==> config.mk <==
export PLATFORM = sky130hd
export DESIGN_NAME = software_timer_bank_core
export DESIGN_NICKNAME = d
export VERILOG_FILES = /design/src/rtl/stb_pkg.sv /design/src/rtl/stb_ctrl.sv /design/src/rtl/stb_datapath.sv /design/src/rtl/software_timer_bank_core.sv
export SDC_FILE = /design/constraint.sdc
export NUM_CORES = 2
export LEC_CHECK = 0
export BUFFER_PORTS_ARGS = -buffer_cell sky130_fd_sc_hd__buf_2
export CORE_MARGIN = 2
export CORE_UTILIZATION = 57
export CTS_BUF_LIST = sky130_fd_sc_hd__clkbuf_16
export CTS_CLUSTER_SIZE = 24
export DETAILED_ROUTE_END_ITERATION = 8
export GPL_TIMING_DRIVEN = 0
export PLACE_DENSITY_LB_ADDON = 0.1
export RECOVER_POWER = 100
export SYNTH_ARGS = -nofsm -noshare
export SYNTH_HDL_FRONTEND = slang
export SYNTH_SLANG_ARGS = --single-unit
==> constraint.sdc <==
create_clock -name clk -period 12.2 [get_ports clk]
set_clock_uncertainty 0.2 [all_clocks]
set_input_delay 2.44 -clock clk [delete_from_list [all_inputs] [get_ports clk]]
set_output_delay 2.44 -clock clk [all_outputs]
set_load 0.02 [all_outputs]
==> src/rtl/stb_pkg.sv <==
// Shared types and constants for the timer bank.
// No dependencies; used by stb_ctrl, stb_datapath and software_timer_bank_core.
package stb_pkg;

  localparam int NUM_TIMERS = 16;
  localparam int IDX_W      = (NUM_TIMERS > 1) ? $clog2(NUM_TIMERS) : 1;
  localparam int OP_W       = 3;
  localparam int TIDX_W     = 4;
  localparam int TIME_W     = 32;
  localparam int CELL_W     = 16;
  localparam int STAT_W     = 2;
  localparam int SLOT_W     = 4;

  typedef logic [IDX_W-1:0] idx_t;

  localparam idx_t LAST_IDX = IDX_W'(NUM_TIMERS - 1);

  typedef enum logic [OP_W-1:0] {
    OP_TICK  = 3'd0,
    OP_OPEN  = 3'd1,
    OP_CLOSE = 3'd2,
    OP_STOP  = 3'd3,
    OP_START = 3'd4
  } op_t;

  typedef enum logic [STAT_W-1:0] {
    RS_OK    = 2'd0,
    RS_BAD   = 2'd1,
    RS_FULL  = 2'd2,
    RS_UNSUP = 2'd3
  } rsp_t;

  typedef enum logic [1:0] {
    SL_CLOSED  = 2'd0,
    SL_OPEN    = 2'd1,
    SL_STOPPED = 2'd2,
    SL_STARTED = 2'd3
  } slot_st_t;

  typedef enum logic [2:0] {
    ST_IDLE  = 3'b001,
    ST_SCAN  = 3'b010,
    ST_FLUSH = 3'b100
  } ctl_state_t;

  // controller -> datapath
  typedef struct packed {
    logic start;   // item accepted this cycle
    logic scan;    // evaluating one slot of a tick scan
    logic flush;   // emit the held expiry as the final one
  } ctl_cmd_t;

  // datapath -> controller
  typedef struct packed {
    logic out_free;
    logic is_tick;
    logic advance;
    logic pend_valid;
    logic last_idx;
  } dp_stat_t;

  typedef struct packed {
    logic [TIME_W-1:0] start;
    logic [TIME_W-1:0] timeout;
    logic              rpt;
    logic [CELL_W-1:0] cval;
  } slot_rec_t;

endpackage

==> src/rtl/stb_ctrl.sv <==
// Sequencer for the timer bank: idle / tick scan / final flush.
// Depends on stb_pkg.
module stb_ctrl (
  input  logic              clk,
  input  logic              rst,
  input  logic              in_valid,
  input  stb_pkg::dp_stat_t stat,
  output logic              in_ready,
  output stb_pkg::ctl_cmd_t cmd
);

  stb_pkg::ctl_state_t state, state_next;

  always_ff @(posedge clk) begin
    if (rst) begin
      state <= stb_pkg::ST_IDLE;
    end else begin
      state <= state_next;
    end
  end

  always_comb begin
    state_next = state;
    cmd        = '0;
    in_ready   = 1'b0;
    unique case (state)
      stb_pkg::ST_IDLE: begin
        in_ready = stat.out_free;
        if (in_valid && stat.out_free) begin
          cmd.start = 1'b1;
          if (stat.is_tick) begin
            state_next = stb_pkg::ST_SCAN;
          end
        end
      end
      stb_pkg::ST_SCAN: begin
        cmd.scan = 1'b1;
        if (stat.advance && stat.last_idx) begin
          state_next = stb_pkg::ST_FLUSH;
        end
      end
      stb_pkg::ST_FLUSH: begin
        if (!stat.pend_valid) begin
          state_next = stb_pkg::ST_IDLE;
        end else if (stat.out_free) begin
          cmd.flush  = 1'b1;
          state_next = stb_pkg::ST_IDLE;
        end
      end
      default: begin
        state_next = stb_pkg::ST_IDLE;
      end
    endcase
  end

endmodule

==> src/rtl/stb_datapath.sv <==
// Timer bank datapath: tick counter, slot states, slot record memory,
// held expiry and output register. Depends on stb_pkg.
module stb_datapath (
  input  logic                         clk,
  input  logic                         rst,
  input  logic [stb_pkg::OP_W-1:0]     operation,
  input  logic [stb_pkg::TIDX_W-1:0]   timer_index,
  input  logic [stb_pkg::TIME_W-1:0]   timeout_ticks,
  input  logic                         repeat_flag,
  input  logic [stb_pkg::CELL_W-1:0]   soft_cell,
  input  logic                         out_ready,
  input  stb_pkg::ctl_cmd_t            cmd,
  output stb_pkg::dp_stat_t            stat,
  output logic                         out_valid,
  output logic                         kind,
  output logic [stb_pkg::STAT_W-1:0]   status,
  output logic [stb_pkg::SLOT_W-1:0]   slot,
  output logic [stb_pkg::CELL_W-1:0]   cell_value,
  output logic                         last
);

  stb_pkg::op_t      op;
  logic [stb_pkg::TIME_W-1:0] now_ticks;
  stb_pkg::slot_st_t slot_status [stb_pkg::NUM_TIMERS];
  stb_pkg::slot_rec_t rec_mem    [stb_pkg::NUM_TIMERS];
  stb_pkg::slot_rec_t rd_rec;
  stb_pkg::slot_rec_t mem_wdata;
  stb_pkg::idx_t     mem_waddr, mem_raddr;
  logic              mem_we, mem_re;
  stb_pkg::idx_t     eval_idx;
  stb_pkg::idx_t     free_idx, tgt_idx;
  logic              free_found, idx_oob, tgt_bad;
  logic              cur_live, expired, out_free, advance, do_adv;
  logic [stb_pkg::TIME_W-1:0] elapsed;
  logic              pend_valid;
  logic [stb_pkg::SLOT_W-1:0] pend_slot;
  logic [stb_pkg::CELL_W-1:0] pend_cell;
  stb_pkg::rsp_t     rsp;
  logic [stb_pkg::SLOT_W-1:0] rsp_slot;
  logic              out_load, reply_load, emit_mid;
  logic              kind_next, last_next;
  logic [stb_pkg::STAT_W-1:0] status_next;
  logic [stb_pkg::SLOT_W-1:0] slot_next;
  logic [stb_pkg::CELL_W-1:0] cell_next;

  assign op = stb_pkg::op_t'(operation);

  // lowest closed slot
  always_comb begin
    free_found = 1'b0;
    free_idx   = '0;
    for (int i = stb_pkg::NUM_TIMERS - 1; i >= 0; i--) begin
      if (slot_status[i] == stb_pkg::SL_CLOSED) begin
        free_found = 1'b1;
        free_idx   = stb_pkg::IDX_W'(i);
      end
    end
  end

  assign idx_oob = (int'(timer_index) >= stb_pkg::NUM_TIMERS);
  assign tgt_idx = stb_pkg::IDX_W'(timer_index);
  assign tgt_bad = idx_oob ? 1'b1 : (slot_status[tgt_idx] == stb_pkg::SL_CLOSED);

  // reply to a non-tick operation
  always_comb begin
    rsp      = stb_pkg::RS_OK;
    rsp_slot = '0;
    case (op) inside
      stb_pkg::OP_TICK: begin
        rsp = stb_pkg::RS_OK;
      end
      stb_pkg::OP_OPEN: begin
        rsp      = free_found ? stb_pkg::RS_OK : stb_pkg::RS_FULL;
        rsp_slot = free_found ? stb_pkg::SLOT_W'(free_idx) : '0;
      end
      stb_pkg::OP_CLOSE, stb_pkg::OP_STOP, stb_pkg::OP_START: begin
        rsp = tgt_bad ? stb_pkg::RS_BAD : stb_pkg::RS_OK;
      end
      default: begin
        rsp = stb_pkg::RS_UNSUP;
      end
    endcase
  end

  // scan evaluation of the slot whose record sits in rd_rec
  assign cur_live = (slot_status[eval_idx] == stb_pkg::SL_OPEN) ||
                    (slot_status[eval_idx] == stb_pkg::SL_STARTED);
  assign elapsed  = now_ticks - rd_rec.start;
  assign expired  = cur_live && (elapsed >= rd_rec.timeout);
  assign out_free = !out_valid || out_ready;
  // a new expiry with one already held needs the output register
  assign advance  = !(expired && pend_valid && !out_free);
  assign do_adv   = cmd.scan && advance;
  assign emit_mid = do_adv && expired && pend_valid;

  assign stat.out_free   = out_free;
  assign stat.is_tick    = (op == stb_pkg::OP_TICK);
  assign stat.advance    = advance;
  assign stat.pend_valid = pend_valid;
  assign stat.last_idx   = (eval_idx == stb_pkg::LAST_IDX);

  // record memory: one write, one registered read per cycle
  assign mem_we    = (cmd.start && op == stb_pkg::OP_OPEN && free_found) ||
                     (do_adv && expired);
  assign mem_waddr = cmd.start ? free_idx : eval_idx;
  assign mem_wdata = cmd.start ?
                     stb_pkg::slot_rec_t'{start: now_ticks, timeout: timeout_ticks,
                                          rpt: repeat_flag, cval: soft_cell} :
                     stb_pkg::slot_rec_t'{start: now_ticks, timeout: rd_rec.timeout,
                                          rpt: rd_rec.rpt, cval: rd_rec.cval};
  assign mem_re    = (cmd.start && op == stb_pkg::OP_TICK) ||
                     (do_adv && eval_idx != stb_pkg::LAST_IDX);
  assign mem_raddr = cmd.start ? '0 : stb_pkg::IDX_W'(eval_idx + 1'b1);

  always_ff @(posedge clk) begin
    if (mem_we) begin
      rec_mem[mem_waddr] <= mem_wdata;
    end
    if (mem_re) begin
      rd_rec <= rec_mem[mem_raddr];
    end
  end

  always_ff @(posedge clk) begin
    if (rst) begin
      now_ticks <= '0;
      eval_idx  <= '0;
    end else begin
      if (cmd.start && op == stb_pkg::OP_TICK) begin
        now_ticks <= now_ticks + 1'b1;
      end
      if (cmd.start) begin
        eval_idx <= '0;
      end else if (do_adv) begin
        eval_idx <= (eval_idx == stb_pkg::LAST_IDX) ? '0 : stb_pkg::IDX_W'(eval_idx + 1'b1);
      end
    end
  end

  always_ff @(posedge clk) begin
    if (rst) begin
      for (int i = 0; i < stb_pkg::NUM_TIMERS; i++) begin
        slot_status[i] <= stb_pkg::SL_CLOSED;
      end
    end else begin
      if (cmd.start) begin
        unique case (op) inside
          stb_pkg::OP_OPEN: begin
            if (free_found) slot_status[free_idx] <= stb_pkg::SL_OPEN;
          end
          stb_pkg::OP_CLOSE: begin
            if (!tgt_bad) slot_status[tgt_idx] <= stb_pkg::SL_CLOSED;
          end
          stb_pkg::OP_STOP: begin
            if (!tgt_bad) slot_status[tgt_idx] <= stb_pkg::SL_STOPPED;
          end
          stb_pkg::OP_START: begin
            if (!tgt_bad) slot_status[tgt_idx] <= stb_pkg::SL_STARTED;
          end
          default: begin
          end
        endcase
      end
      if (do_adv && expired && !rd_rec.rpt) begin
        slot_status[eval_idx] <= stb_pkg::SL_STOPPED;
      end
    end
  end

  // held expiry: sent once the next one (or the end of scan) is known
  always_ff @(posedge clk) begin
    if (rst) begin
      pend_valid <= 1'b0;
    end else if (cmd.start || cmd.flush) begin
      pend_valid <= 1'b0;
    end else if (do_adv && expired) begin
      pend_valid <= 1'b1;
    end
  end

  always_ff @(posedge clk) begin
    if (do_adv && expired) begin
      pend_slot <= stb_pkg::SLOT_W'(eval_idx);
      pend_cell <= rd_rec.cval;
    end
  end

  // output register
  assign reply_load = cmd.start && op != stb_pkg::OP_TICK;
  assign out_load   = reply_load || emit_mid || cmd.flush;

  always_comb begin
    if (reply_load) begin
      kind_next   = 1'b0;
      status_next = rsp;
      slot_next   = rsp_slot;
      cell_next   = '0;
      last_next   = 1'b1;
    end else begin
      kind_next   = 1'b1;
      status_next = stb_pkg::RS_OK;
      slot_next   = pend_slot;
      cell_next   = pend_cell;
      last_next   = cmd.flush;
    end
  end

  always_ff @(posedge clk) begin
    if (rst) begin
      out_valid <= 1'b0;
    end else if (out_load) begin
      out_valid <= 1'b1;
    end else if (out_ready) begin
      out_valid <= 1'b0;
    end
  end

  always_ff @(posedge clk) begin
    if (out_load) begin
      kind       <= kind_next;
      status     <= status_next;
      slot       <= slot_next;
      cell_value <= cell_next;
      last       <= last_next;
    end
  end

endmodule

==> src/rtl/software_timer_bank_core.sv <==
// Top level of the timeout timer bank: sequencer plus datapath.
// Depends on stb_pkg, stb_ctrl and stb_datapath.
//
//   channel | handshake          | payload
//   --------+--------------------+---------------------------------------------------------
//   in      | in_valid/in_ready  | operation, timer_index, timeout_ticks, repeat_flag, soft_cell
//   out     | out_valid/out_ready| kind, status, slot, cell_value, last
//
// Open, close, stop, start and unsupported codes finish in the accept cycle;
// the reply sits in the output register from the next cycle.
// A tick runs through accept, a scan of every slot and a final flush; the slot
// record memory has one read port, so one slot per cycle unless stalled.
// Output backpressure stalls the scan only when a second expiry is found
// while the previous one still waits, and holds the flush until the output
// register frees up; in_ready is low throughout a tick.
// Synchronous reset closes every slot and clears the tick counter; no
// clearing pass is needed since a slot record only counts once it is opened.
module software_timer_bank_core (
  input  logic                         clk,
  input  logic                         rst,
  input  logic                         in_valid,
  output logic                         in_ready,
  input  logic [stb_pkg::OP_W-1:0]     operation,
  input  logic [stb_pkg::TIDX_W-1:0]   timer_index,
  input  logic [stb_pkg::TIME_W-1:0]   timeout_ticks,
  input  logic                         repeat_flag,
  input  logic [stb_pkg::CELL_W-1:0]   soft_cell,
  output logic                         out_valid,
  input  logic                         out_ready,
  output logic                         kind,
  output logic [stb_pkg::STAT_W-1:0]   status,
  output logic [stb_pkg::SLOT_W-1:0]   slot,
  output logic [stb_pkg::CELL_W-1:0]   cell_value,
  output logic                         last
);

  stb_pkg::ctl_cmd_t cmd;
  stb_pkg::dp_stat_t stat;

  // sequencer: owns the handshake on the input side
  stb_ctrl u_ctrl (
    .clk      (clk),
    .rst      (rst),
    .in_valid (in_valid),
    .stat     (stat),
    .in_ready (in_ready),
    .cmd      (cmd)
  );

  // datapath: slot state, record memory, output register
  stb_datapath u_dp (
    .clk           (clk),
    .rst           (rst),
    .operation     (operation),
    .timer_index   (timer_index),
    .timeout_ticks (timeout_ticks),
    .repeat_flag   (repeat_flag),
    .soft_cell     (soft_cell),
    .out_ready     (out_ready),
    .cmd           (cmd),
    .stat          (stat),
    .out_valid     (out_valid),
    .kind          (kind),
    .status        (status),
    .slot          (slot),
    .cell_value    (cell_value),
    .last          (last)
  );

`ifndef ASSERT_OFF
  // a non-tick item yields its reply in the next cycle
  a_reply_next: assert property (@(posedge clk) disable iff (rst)
    (in_valid && in_ready && operation != stb_pkg::OP_TICK) |=>
      (out_valid && !kind && last))
    else $error("reply missing after accepted operation");

  // expiries always carry ok status
  a_expiry_ok: assert property (@(posedge clk) disable iff (rst)
    (out_valid && kind) |-> (status == stb_pkg::RS_OK))
    else $error("expiry with nonzero status");

  // replies are always the only result of their item
  a_reply_last: assert property (@(posedge clk) disable iff (rst)
    (out_valid && !kind) |-> last)
    else $error("reply without last");

  // no item taken while a tick scan runs
  a_scan_blocks: assert property (@(posedge clk) disable iff (rst)
    cmd.scan |-> !in_ready)
    else $error("input ready during tick scan");
`endif

endmodule
Word level (Yosys, flattened, before mapping):

Memory sizes are Yosys's and may differ from the RTL's. A register that Yosys moved wholly into a read port is not among the register bits.
Cells that the tools add are included.

* memory bits (writable): 1328
* word-level logic and storage cells: 187
* bits in registers: 85
* output and inout bits: 26
* memories kept: 2

Memories
* u_dp.rec_mem: words 16, width 81, read ports 1, clocked after memory_dff 1, wr ports 1, line stb_datapath.sv:25 `stb_pkg::slot_rec_t rec_mem [stb_pkg::NUM_TIMERS];`
* u_dp.slot_status: words 16, width 2, read ports 18, clocked after memory_dff 1, wr ports 16, line stb_datapath.sv:24 `stb_pkg::slot_st_t slot_status [stb_pkg::NUM_TIMERS];`

* magnitude comparators: 1
* reduce and logical (&&, ||, !) cells: 53
* muxes and demuxes: 98
* bitwise logic cells: 3
* add/subtract/negate cells: 3
* equality and inequality tests: 15

Operators with widths (number)
* 4-bit two-way mux: 28
* 1-bit two-way mux: 55
* 49-bit two-way mux: 1
* 2-bit logical NOT: 17
* 32-bit by 1-bit adder with 32-bit output, second input constant: 1
* 32-bit >= comparator: 1
* 32-bit subtractor: 1
* 2-bit two-way mux: 8
* 3-bit two-way mux: 5
* 1-bit logical AND: 14
* 2-bit OR reduction: 6
* 3-bit by 2-bit == test with 1-bit output, second input constant: 3
* 3-bit case mux with 3 select lines: 1
* 1-bit logical OR: 7
* 3-bit by 1-bit == test with 1-bit output, second input constant: 2
* 3-bit == test, second input constant: 2
* 4-bit by 1-bit adder with 4-bit output, second input constant: 1
* 4-bit == test, second input constant: 1
* 1-bit logical NOT: 4
* 2-bit by 1-bit != test with 1-bit output, second input constant: 2
* 4-bit != test, second input constant: 1
* 4-bit AND reduction: 1
* 3-bit logical NOT: 1
* 3-bit by 2-bit != test with 1-bit output, second input constant: 1
* 8 further kinds: 9

Longest topological paths before layout:

An unclocked memory read counts as a cell.

* word-level depth: 27
* depth in mapped cells: 23
* gate-level depth less buffers: 21

Hierarchy:

Synthesis repeated with hierarchy kept, for this count alone.

* cell total of the unflattened synthesis: 3976
* area, all modules: 61640.4 sq um

By module, submodules not included
* stb_datapath: sequential area each 44152.3 sq um, area an instance 61475.2 sq um, cells each 3958, times used 1
* stb_ctrl: sequential area each 60.1 sq um, area an instance 165.2 sq um, cells each 18, times used 1

Worst setup path before layout:

Ideal clock, no wire load.

* kind: register to register
* start: register u_dp.now_ticks[0] (netlist bit)
* end: memory u_dp.rec_mem[15][0] (netlist bit), enable pin
* cell stages (with the launch flop): 22
* slack: -0.277 ns
* path buffers: 0
* arrival: 11.640 ns
* required time: 11.363 ns
* period minus slack after synthesis: 12.477 ns
* cells stage by stage: dfxtp_1 -> inv_1 -> ha_1 -> inv_1 -> fa_1 -> a211oi_1 -> o21ai_0 -> a31oi_1 -> o21ai_0 -> a2111oi_2 -> o31ai_1 -> a311oi_1 -> xnor2_1 -> ha_1 -> nand4_1 -> or2_2 -> nor3_1 -> o21ai_0 -> o2111a_1 -> a21oi_1 -> a21oi_1 -> nor3b_1

* longest elaborated chain between the ends: 11

RTL lines
* start: declaration: line stb_datapath.sv:23 `logic [stb_pkg::TIME_W-1:0] now_ticks;`
* start signal: assignment: line stb_datapath.sv:130 `now_ticks <= now_ticks + 1'b1;`
* 32-bit subtractor *: line stb_datapath.sv:88 `assign elapsed = now_ticks - rd_rec.start;`
* 32-bit >= comparator *: line stb_datapath.sv:89 `assign expired = cur_live && (elapsed >= rd_rec.timeout);`
* 1-bit logical AND *: line stb_datapath.sv:89
* 1-bit logical AND (2 in series): line stb_datapath.sv:92 `assign advance = !(expired && pend_valid && !out_free);`
* 1-bit logical NOT: line stb_datapath.sv:92
* 1-bit logical AND: line stb_datapath.sv:93 `assign do_adv = cmd.scan && advance;`
* 1-bit logical AND *: line stb_datapath.sv:104 `(do_adv && expired);`
* 1-bit logical OR *: line stb_datapath.sv:103 `assign mem_we = (cmd.start && op == stb_pkg::OP_OPEN && free_found) ||`
* 1-bit two-way mux *: line stb_datapath.sv:116 `if (mem_we) begin`
* 1-bit two-way mux (implied by the code) *: line stb_datapath.sv:117 `rec_mem[mem_waddr] <= mem_wdata;`
* end: declaration: line stb_datapath.sv:25

Mark *: on every way between the ends. The rest lies on a longest branch, timed or not.

Worst setup path in the final report:

* start: register u_dp.now_ticks[0] (netlist bit)
* end: memory u_dp.rec_mem[14][29] (netlist bit), enable pin

The elaborated chain is that of the path after synthesis.

==> results.json <==
{
  "antenna_found_initial": 6,
  "grtUsageMet1": 0.404,
  "drive_above_1_share": 0.204,
  "violations": "capacitance limit, slew limit",
  "num_vias": 34500,
  "synthArstFlopShare": 0,
  "fill_cells": 7320,
  "grt-busiest-layer": "met2",
  "grt_pass1_wl_mm": 239,
  "syn_area_um2": 61300,
  "post-place-cells": 5060,
  "postCtsSetupBuffers": 0,
  "end_kind": "flip-flop",
  "gr-usage-met3": 0.0492,
  "final_util": 0.651,
  "crit_arrival_ps": 10580,
  "relSlewSlack": -1.45,
  "synth-edff-count": 1453,
  "synthTopCellsByArea": "edfxtp_1 (71%), mux4_2 (9.1%), mux2_2 (3.0%)",
  "avgSynthCellArea_um2": 17.8,
  "area_delta_synth_final_pct": 13.4,
  "min_period_over_period": 0.852,
  "fmax_mhz": 96.3,
  "drt-pass1-iter-count": 5,
  "use_met2": 0.497,
  "start_util": 0.574,
  "timing.hold.ws_ps": 235,
  "core.rowCount": 120,
  "synth_top_area_share": 0.711,
  "wirelength_mm": 166,
  "io_pins": 86,
  "slew_violations": 701,
  "cts_root_buf": "clkbuf_16",
  "cp.required_ps": 12390,
  "syn_inst": 3448,
  "hold_violations": 0,
  "period_needed_ps": 10390,
  "cts_resized": 0,
  "track_usage": 0.302,
  "synthFlopType": "edfxtp_1",
  "cts_tree": "done",
  "p_leak_nw": 23.6,
  "synth_area_leader_cell": "edfxtp_1",
  "critPathSlowestCell": "nor3_1",
  "io_buffers": 83,
  "finalNonFillerCells": 5335,
  "finalSetupTns_ps": 0,
  "dpl.hpwl_mm": 111,
  "htree_levels": 4,
  "yosys.cell_types.count": 75,
  "drv_cap": 47,
  "hold_path_class": "flip-flop to flip-flop",
  "final_nets": 3935,
  "postRouteAntennaNets": 0,
  "clockBufferDepth": 3,
  "worstMarginPinSlew_ps": 3630,
  "grt_max_degree": 25,
  "die_y_um": 332,
  "drt_iter0_drc": 4313,
  "path_class": "flip-flop to flip-flop",
  "rsz0062_at_grt": "false",
  "grt_overflow": 0,
  "mostFrequentLayoutCells": "edfxtp_1 (1453), mux4_2 (247), o21ai_0 (232), clkbuf_1 (199), nand3_1 (184)",
  "max_stage_delay_ps": 1280,
  "dieArea_um2": 110000,
  "wl_per_cell_um": 31.1,
  "via_per_inst": 6.46,
  "die_w_um": 332,
  "clk_latency_ps": 770,
  "cts_made_buffers": 150,
  "place.gp.congestion": 0.868,
  "diodes": 0,
  "outcome": "complete, but fails checks",
  "drcViolationCount": 0,
  "vdd_ir_drop_max_uv": 142,
  "syn_nets": 3574,
  "mostFrequentLayoutCell": "edfxtp_1",
  "core-area_um2": 107000,
  "setup.worst_path.start_class": "flip-flop",
  "finalSetupViolations": 0,
  "power-per-cell-area_nw_per_um2": 152,
  "yosysWarnings": 0,
  "grt_pass1_vias": 35100,
  "path_cells": "inv_1 > ha_1 > inv_1 > fa_1 > a211oi_1 > o21ai_0 > a31oi_1 > o21ai_0 > a2111oi_0 > o31ai_1 > a311oi_1 > xnor2_1 > ha_1 > nand4_1 > or2_2 > nor3_1 > nand4b_1 > a21oi_1 > a21oi_1 > nor3_1 > clkbuf_1 > clkbuf_1",
  "clkTransAtPathRegs_ps": 60,
  "critical_path.max_fanout": 21,
  "synth_seq_cells": 1498,
  "hold_buffers": 0,
  "cts.sink_count": 1498,
  "synth-seq-area-share": 0.726
}
## synthesized netlist by cell type (8+ instances only)
library cell and number:
edfxtp_1 1453, nand4_1 14, nand2b_1 15, nand3_1 184, and2_1 22, ha_1 65, clkbuf_1 114, dfxtp_1 45
a21oi_1 59, inv_1 80, mux4_2 247, nand2_1 141, mux2i_1 165, buf_2 32, and3_1 9, mux2_2 164
o21bai_2 8, xnor2_1 24, o22ai_1 11, nor2_1 124, o21bai_1 14, or3_1 14, xor2_1 25, a21o_1 23
buf_1 18, nor2b_1 8, buf_4 8, o21ai_0 232, nor3_1 24
## routing by layer
metal / vias to the layer above / share of wire
met5: - / 0.000078
met4: 2 / 0.042
met2: 1740 / 0.49
met1: 17900 / 0.39
li1: 14500 / -
met3: 356 / 0.076
## area by class of cell
cell class / instances / area [um2] / share of cell area
multi-input cells: 1696 / 15700 / 0.226
clock inverters: 119 / 947 / 0.0136
plain buffers: 174 / 722 / 0.0104
well taps: 1403 / 1760 / 0.0252
inverters: 80 / 300 / 0.00432
flip-flops and latches: 1498 / 44500 / 0.640
clock buffers: 156 / 3900 / 0.0561
repair buffers: 209 / 1700 / 0.0245
## where the power goes
group	total, mW	internal (mW)	switching [mW]	leakage, nW
clock network	4.53	2.61	1.92	2.51
registers	5.69	5.68	0.0109	14.7
logic	0.367	0.0940	0.273	6.42
## logic make-up (layout without fill, tap and decap cells)
logic type,count (synthesis),after routing,synth area share
AOI/OAI and AO/OA,410,410,0.0398
xor gates and xnor gates,49,49,0.00700
adders and majority gates,66,66,0.0136
buffers and inverters,254,738,0.0169
DFF,1498,1498,0.726
muxes,584,584,0.151
and+or+nand+nor,587,587,0.0457
## through the flow
| step | power (mW) | setup slack [ps] | cell area [um2] |
|---|---|---|---|
| final | 10.6 | 1810 | 69600 |
| after global routing | 10.9 | 1490 | 69600 |
| after CTS | 10.6 | 3520 | 70300 |
| after detailed placement | 6.17 | 3610 | 65500 |
| after global placement | 6.15 | -11940 | 63500 |
| after floorplan | 6.00 | -277 | 61300 |
## critical path: cells and delay by family (launching register included)
family	cells	cell delay (ps)
DFF	1	570
xor gates and xnor gates	1	200
buffers and inverters	4	1480
and+or+nand+nor	5	2330
adders and majority gates	3	920
AOI/OAI and AO/OA	9	4280
## worst paths after layout
kind | startpoint | to | slack, ps | cells after the start
hold reg to reg | u_dp.eval_idx[2] | u_dp.pend_slot[2] | 230 | 0
hold / removal | u_dp.eval_idx[2] | u_dp.pend_slot[2] | 230 | 0
setup / recovery | u_dp.now_ticks[0] | u_dp.rec_mem[14][29] | 1810 | 22
setup reg to reg | u_dp.now_ticks[0] | u_dp.rec_mem[14][29] | 1810 | 22
## sequential cells by signal, summed over array words and instances (netlist names), 2 cells and up, named ones only
| name | cells |
|---|---|
| u_dp.pend_slot | 4 |
| u_dp.eval_idx | 4 |
| u_dp.pend_cell | 16 |
| u_ctrl.state | 3 |
| u_dp.slot_status | 32 |
| u_dp.status | 2 |
| u_dp.now_ticks | 32 |
| u_dp.rd_rec | 81 |
| u_dp.cell_value | 16 |
| u_dp.rec_mem | 1296 |
| u_dp.slot | 4 |
No activity file was read; power rests on OpenSTA's default activity.
